--- src/rtl/kss_pkg.sv ---
// ----------------------------------------------------------------------------
// kss_pkg
// Shared types and codes for the k-sorted stream sorter and its sorting cells.
// ----------------------------------------------------------------------------
package kss_pkg;

  // width of one stream value and of the displacement register
  localparam int unsigned SampleWidth = 32;
  localparam int unsigned WindowKWidth = 4;

  typedef logic signed [SampleWidth-1:0] sample_t;
  typedef logic [WindowKWidth-1:0] window_k_t;

  // operation broadcast to every cell of the chain
  typedef enum logic [1:0] {
    OP_HOLD,
    OP_INSERT,
    OP_SHIFT
  } cell_op_t;

  // control group sent from the sequencer to the chain
  typedef struct packed {
    cell_op_t op;
    sample_t  ins_value;
  } cell_ctrl_t;

endpackage

--- src/rtl/kss_cell.sv ---
// ----------------------------------------------------------------------------
// kss_cell
// One cell of the sorted chain: holds one value, makes room for an inserted
// value by taking its left neighbor's value, or takes its right neighbor's
// value when the head of the chain is removed.
// ----------------------------------------------------------------------------
module kss_cell (
  input  logic                clk,
  input  kss_pkg::cell_ctrl_t ctrl,
  input  logic                valid,
  input  logic                left_gt,
  input  kss_pkg::sample_t    left_value,
  input  kss_pkg::sample_t    right_value,
  output logic                gt,
  output kss_pkg::sample_t    value
);
  import kss_pkg::*;

  sample_t value_next;

  // an empty cell counts as larger than any value
  assign gt = !valid || (value > ctrl.ins_value);

  // next value of the cell
  always_comb begin
    value_next = value;
    case (ctrl.op)
      OP_INSERT: begin
        if (left_gt) begin
          value_next = left_value;
        end else if (gt) begin
          value_next = ctrl.ins_value;
        end
      end
      OP_SHIFT: value_next = right_value;
      default:  value_next = value;
    endcase
  end

  // value register
  always_ff @(posedge clk) begin
    value <= value_next;
  end

endmodule

--- src/rtl/k_sorted_stream_sorter_core.sv ---
// ----------------------------------------------------------------------------
// k_sorted_stream_sorter_core
// An input is taken in ST_IDLE, then passes ST_POP if the window is full
// (release step) and ST_INSERT (insert step in the cell chain); no new input
// is taken until ST_IDLE again. A released value is registered once the output
// slot is free and is valid on the output from then on; a stalled output
// lengthens the release step. The drain gives one result per cycle while the
// output is not stalled. Reset clears occupancy, window_k and output valid.
// ----------------------------------------------------------------------------
module k_sorted_stream_sorter_core #(
  parameter int unsigned WINDOW_DEPTH = 16
) (
  input  logic                 clk,
  input  logic                 rst,
  input  logic                 cfg_wr_en,
  input  kss_pkg::window_k_t   cfg_wr_data,
  input  logic                 in_valid,
  output logic                 in_stall,
  input  kss_pkg::sample_t     sample_value,
  input  logic                 is_last,
  output logic                 out_valid,
  input  logic                 out_stall,
  output kss_pkg::sample_t     sorted_value,
  output logic                 last_out
);
  import kss_pkg::*;

  localparam int unsigned OccWidth = $clog2(WINDOW_DEPTH + 1);
  localparam int unsigned CapWidth = (OccWidth > WindowKWidth + 1) ?
                                     OccWidth : WindowKWidth + 1;

  typedef enum logic [1:0] {
    ST_IDLE,
    ST_POP,
    ST_INSERT,
    ST_DRAIN
  } state_t;

  state_t               state;
  window_k_t            window_k;
  logic [OccWidth-1:0]  occ;
  sample_t              item_value;
  logic                 item_last;

  logic [CapWidth-1:0]  cap_k;
  logic [CapWidth-1:0]  cap;
  logic                 full;
  logic                 out_free;
  logic                 pop;
  cell_ctrl_t           ctrl;

  sample_t              cell_value [WINDOW_DEPTH];
  logic                 cell_gt    [WINDOW_DEPTH];

  // window capacity and fullness
  assign cap_k = CapWidth'(window_k) + CapWidth'(1);
  assign cap   = (cap_k > CapWidth'(WINDOW_DEPTH)) ? CapWidth'(WINDOW_DEPTH) : cap_k;
  assign full  = (occ != '0) && (CapWidth'(occ) >= cap);

  // output slot handling
  assign out_free = !out_valid || !out_stall;
  assign pop      = ((state == ST_POP) || (state == ST_DRAIN)) && out_free;
  assign in_stall = (state != ST_IDLE);

  // chain command
  always_comb begin
    ctrl.ins_value = item_value;
    if (pop) begin
      ctrl.op = OP_SHIFT;
    end else if (state == ST_INSERT) begin
      ctrl.op = OP_INSERT;
    end else begin
      ctrl.op = OP_HOLD;
    end
  end

  // sorted chain, smallest value at cell 0
  for (genvar i = 0; i < WINDOW_DEPTH; i++) begin : g_cell
    logic    cell_valid;
    logic    left_gt;
    sample_t left_value;
    sample_t right_value;

    assign cell_valid = (OccWidth'(i) < occ);

    if (i == 0) begin : g_head
      assign left_gt    = 1'b0;
      assign left_value = cell_value[i];
    end else begin : g_body
      assign left_gt    = cell_gt[i-1];
      assign left_value = cell_value[i-1];
    end

    if (i == WINDOW_DEPTH - 1) begin : g_tail
      assign right_value = cell_value[i];
    end else begin : g_inner
      assign right_value = cell_value[i+1];
    end

    kss_cell u_cell (
      .clk         (clk),
      .ctrl        (ctrl),
      .valid       (cell_valid),
      .left_gt     (left_gt),
      .left_value  (left_value),
      .right_value (right_value),
      .gt          (cell_gt[i]),
      .value       (cell_value[i])
    );
  end

  // sequencer, occupancy and output register
  always_ff @(posedge clk) begin
    if (rst) begin
      state     <= ST_IDLE;
      window_k  <= '0;
      occ       <= '0;
      out_valid <= 1'b0;
    end else begin
      if (cfg_wr_en) begin
        window_k <= cfg_wr_data;
      end
      if (pop) begin
        out_valid    <= 1'b1;
        sorted_value <= cell_value[0];
        last_out     <= (state == ST_DRAIN) && (occ == OccWidth'(1));
        occ          <= occ - OccWidth'(1);
      end else if (out_valid && !out_stall) begin
        out_valid <= 1'b0;
      end
      unique case (state)
        ST_IDLE: begin
          if (in_valid) begin
            item_value <= sample_value;
            item_last  <= is_last;
            state      <= full ? ST_POP : ST_INSERT;
          end
        end
        ST_POP: begin
          if (out_free) begin
            state <= ST_INSERT;
          end
        end
        ST_INSERT: begin
          occ   <= occ + OccWidth'(1);
          state <= item_last ? ST_DRAIN : ST_IDLE;
        end
        ST_DRAIN: begin
          if (out_free && (occ == OccWidth'(1))) begin
            state <= ST_IDLE;
          end
        end
        default: state <= ST_IDLE;
      endcase
    end
  end

  // occupancy never exceeds the chain length
  a_occ_bound: assert property (@(posedge clk) disable iff (rst)
    occ <= OccWidth'(WINDOW_DEPTH))
    else $error("occupancy above chain length");

  // a release always takes a held value
  a_pop_nonempty: assert property (@(posedge clk) disable iff (rst)
    pop |-> (occ != '0))
    else $error("release from empty chain");

  // a release never overwrites a result still waiting
  a_pop_slot: assert property (@(posedge clk) disable iff (rst)
    pop |-> (!out_valid || !out_stall))
    else $error("result overwritten");

  // head of the chain holds the smallest value
  a_sorted_head: assert property (@(posedge clk) disable iff (rst)
    ((state == ST_IDLE) && (occ >= OccWidth'(2))) |-> (cell_value[0] <= cell_value[1]))
    else $error("chain head out of order");

endmodule

--- config.mk ---
export PLATFORM = sky130hd
export DESIGN_NAME = k_sorted_stream_sorter_core
export DESIGN_NICKNAME = d
export VERILOG_FILES = /design/src/rtl/kss_pkg.sv /design/src/rtl/kss_cell.sv /design/src/rtl/k_sorted_stream_sorter_core.sv
export SDC_FILE = /design/constraint.sdc
export NUM_CORES = 2
export LEC_CHECK = 0
export BUFFER_PORTS_ARGS = -buffer_cell sky130_fd_sc_hd__clkbuf_2
export CAP_MARGIN = 20
export CORE_UTILIZATION = 35
export CTS_CLUSTER_DIAMETER = 80
export DETAILED_ROUTE_END_ITERATION = 16
export SYNTH_ARGS = -nofsm -noshare
export SYNTH_HDL_FRONTEND = slang
export SYNTH_SLANG_ARGS = --single-unit
--- constraint.sdc ---
create_clock -name clk -period 9.2 [get_ports clk]
set_input_delay 0.46 -clock clk [delete_from_list [all_inputs] [get_ports clk]]
set_output_delay 0.46 -clock clk [all_outputs]
set_load 0.05 [all_outputs]
==> reports/qor.yml <==
power_and_ir_drop:
  power_frac_clock_pct: 15.0
  p_switching_w: 0.00930
  power_leakage_nw: 18.8
  p_seq_share_pct: 35.6
  ir_drop_mv: 0.244
  power_w: 0.0202
  swShare_pct: 46.1
  p_per_area_nw_per_um2: 451
  p_comb_share_pct: 49.4
  p_int_w: 0.0109
global_routing:
  grt_use_met3_pct: 3.58
  top_usage_layer: "met1"
  grt_use_total_pct: 23.8
  grt.overflow.total: 0
  grt_max_degree: 225
  grt_util_met2_pct: 35.2
  grt_use_met1_pct: 35.7
  grt_pass1_vias: 30154
  antenna_found_initial: 3
  grt_pass1_wl_mm: 207
timing:
  min_period_ns: 5.30
  maxSlewHeadroom_pct: 22.7
  final-hold-violation-count: 0
  fmax_mhz: 189
  rsz0062_at_grt: "no"
  fin_crit_sh_pct: 57.6
  setup_violations: 0
  tightestPinTransition_ns: 1.16
  finalClockSkew_ns: 0.0330
  maxSlewViolCount: 0
  final.setup.tns_ns: 0
route:
  drt_iter0_drc: 4212
  drt.antenna.violating_nets: 0
  routedWlPerCell_microns: 26.4
  num_vias: 32673
  viasPerCell: 6.09
  drt_wl_total_mm: 142
  first_pass_iters: 5
  drc_errors: 0
yosys:
  seq_area_frac_synth_pct: 44.0
  yosysTopAreaCellShare_pct: 43.4
  synthTopCellsByArea: "edfxtp_1 (43%), ha_1 (16%), mux2i_1 (7.1%)"
  synth_cell_types: 58
  synthCells: 3815
  synth_ff_type: "edfxtp_1"
  yosys.area.top_type: "edfxtp_1"
  yosysWarningCount: 0
  synth_edf_count: 578
  avgSynthCellArea_sq_um: 10.5
  syn_area_sq_um: 40000
  synthesis.nets: 4379
  synth-async-reset-ratio_pct: 0
  yosys_register_bits: 590
floorplan:
  dieArea_sq_um: 116000
  io_pins: 77
  die_w_microns: 340
  initial_core_util_pct: 35.4
  rows: 123
  fp.coreArea_sq_um: 113000
  dieHeight_microns: 340
clock_network:
  clk_latency_ns: 0.65
  clockRootBuffer: "clkbuf_16"
  htree_levels: 3
  clock-sinks: 590
  post_cts_buffers: 0
  clock_path_buffers: 3
  cts_tree: "yes"
  clk_pin_slew_worst_paths_ns: 0.06
  cts_buffers: 74
critical_path:
  slowest_delay_ns: 0.84
  regToRegStartpoint: "item_value[16]$_DFFE_PP_"
  cp_data_arrival_time_ns: 5.58
  endpoint_kind: "flip-flop"
  reg2regPathDepth: 10
  cp.required_ns: 9.48
  startpoint: "item_value[16]$_DFFE_PP_"
  worstPathCellList: "inv_1, ha_1, nand4_1, nor4_1, nand2b_1, o41a_1, a211o_4, nor3_1, nor2_4, buf_4"
  cp-start-kind: "flip-flop"
  slowest_stage: "nor4_1"
  crit_fanout: 35
  r2r_setup_slack_ns: 3.90
  worstSetupPathType: "reg -> reg"
hold_path:
  hp-start: "sample_value[29]"
  min_path_cells: 1
  hp-class: "in -> reg"
place:
  portBuffers: 76
  postPlaceCellArea_sq_um: 41900
  place_congestion: 0.963
  dpl.hpwl_mm: 103
cells_and_area:
  syn2layout_area_growth_pct: 11.7
  mostFrequentLayoutCells: "edfxtp_1 (578), nand2_1 (553), ha_1 (522)"
  layout_commonest_cell: "edfxtp_1"
  fill_cells: 10904
  design_area_sq_um: 44700
  n_antenna_cell: 0
  final_net_count: 4375
  layout-drive-gt1-share_pct: 7.97
run_status:
  status: "completed"
flow_run:
  drv_cap: 0
[worst paths after layout]
path | to
setup / recovery | g_cell[13].u_cell.value[28]$_DFFE_PP_
hold / removal | item_value[29]$_DFFE_PP_
setup reg to reg | g_cell[13].u_cell.value[28]$_DFFE_PP_
hold reg to reg | sorted_value[0]$_DFFE_PP_
[kinds of logic after synthesis]
| logic type | count (synthesis) | synth area share (%) |
|---|---|---|
| fa+ha+maj | 522 | 16.3 |
| flops | 590 | 44.0 |
| simple gates | 969 | 10.9 |
| buf+inv | 314 | 3.29 |
| xor+xnor | 5 | 0.109 |
| compound gates | 1100 | 17.4 |
| mux | 315 | 7.98 |
[sequential cells by signal, summed over array words and instances, names as in the netlist]
signal,count
out_valid,1
g_cell.u_cell.value,512
sorted_value,32
last_out,1
state,2
item_last,1
window_k,4
item_value,32
occ,5
[synth_stat cells (5+ instances only)]
cell type,instances
a211o_1,6
a211oi_1,31
a21o_1,68
a21oi_1,380
a221o_1,165
a221oi_1,7
a22oi_1,5
a2bb2oi_1,9
a31oi_1,9
and2_1,9
and3_1,12
buf_1,6
buf_2,43
buf_6,11
clkbuf_1,182
dfxtp_1,12
edfxtp_1,578
ha_1,522
inv_1,72
mux2_2,32
mux2i_1,283
nand2_1,554
nand2b_1,17
nand3_1,61
nand4_1,122
nor2_1,84
nor2b_1,19
nor3_1,27
nor4_1,29
o2111ai_1,5
o211ai_1,22
o21a_1,12
o21ai_0,316
o21ai_1,25
o221ai_1,9
o41a_1,5
o41ai_1,9
or3_1,23
[critical path, delay by kind of cell, from the launching register on]
family / cells / cell delay [ns]
and+or+nand+nor: 5 / 1.89
buffers and inverters: 2 / 1.04
AOI/OAI and AO/OA: 2 / 0.86
DFF: 1 / 0.61
adders and majority gates: 1 / 0.49
[per-stage QoR]
step                util [%]  setup WS (ns)  hold slack [ns]  instances
detailed placement      37.1           3.82            0.491       5207
floorplan                  -           3.95            0.426       3815
finish                  39.6           3.90           0.0398       5366
global placement        37.1           3.91            0.484       5207
CTS                     39.4           3.80           0.0109       5359
global route            39.6           3.77           0.0154       5366
[layout make-up]
cell class	instances	area (sq um)	area share [%]
clock buffer	95	2030	4.55
tap	1500	1880	4.20
multi-input combinational	2911	21300	47.6
sequential	590	17600	39.4
clock inverter	36	397	0.888
timing repair buffer	162	1220	2.73
inverter	72	270	0.605
[power by group through the flow]
stage	combinational, W	clock (W)	sequential (W)
after detailed placement	0.00961	0	0.00714
after global routing	0.0109	0.00315	0.00726
after global placement	0.00941	0	0.00715
after floorplan	0.00693	0	0.00625
final	0.00996	0.00302	0.00719
after CTS	0.00965	0.00306	0.00710
[routing by layer]
| metal | up-vias | part of all wire [%] |
|---|---|---|
| li1 | 14754 | - |
| met1 | 16025 | 46 |
| met2 | 1664 | 42 |
| met3 | 222 | 9.0 |
| met4 | 8 | 2.9 |
| met5 | - | 0.039 |
[repair_timing]
| item | 4_1_cts | 5_1_grt |
|---|---|---|
| gates resized for setup | 0 | 0 |
| hold buffers | 21 | 0 |
| hold endpoints to repair | 21 | 0 |
(Power assumes the default switching activity.)
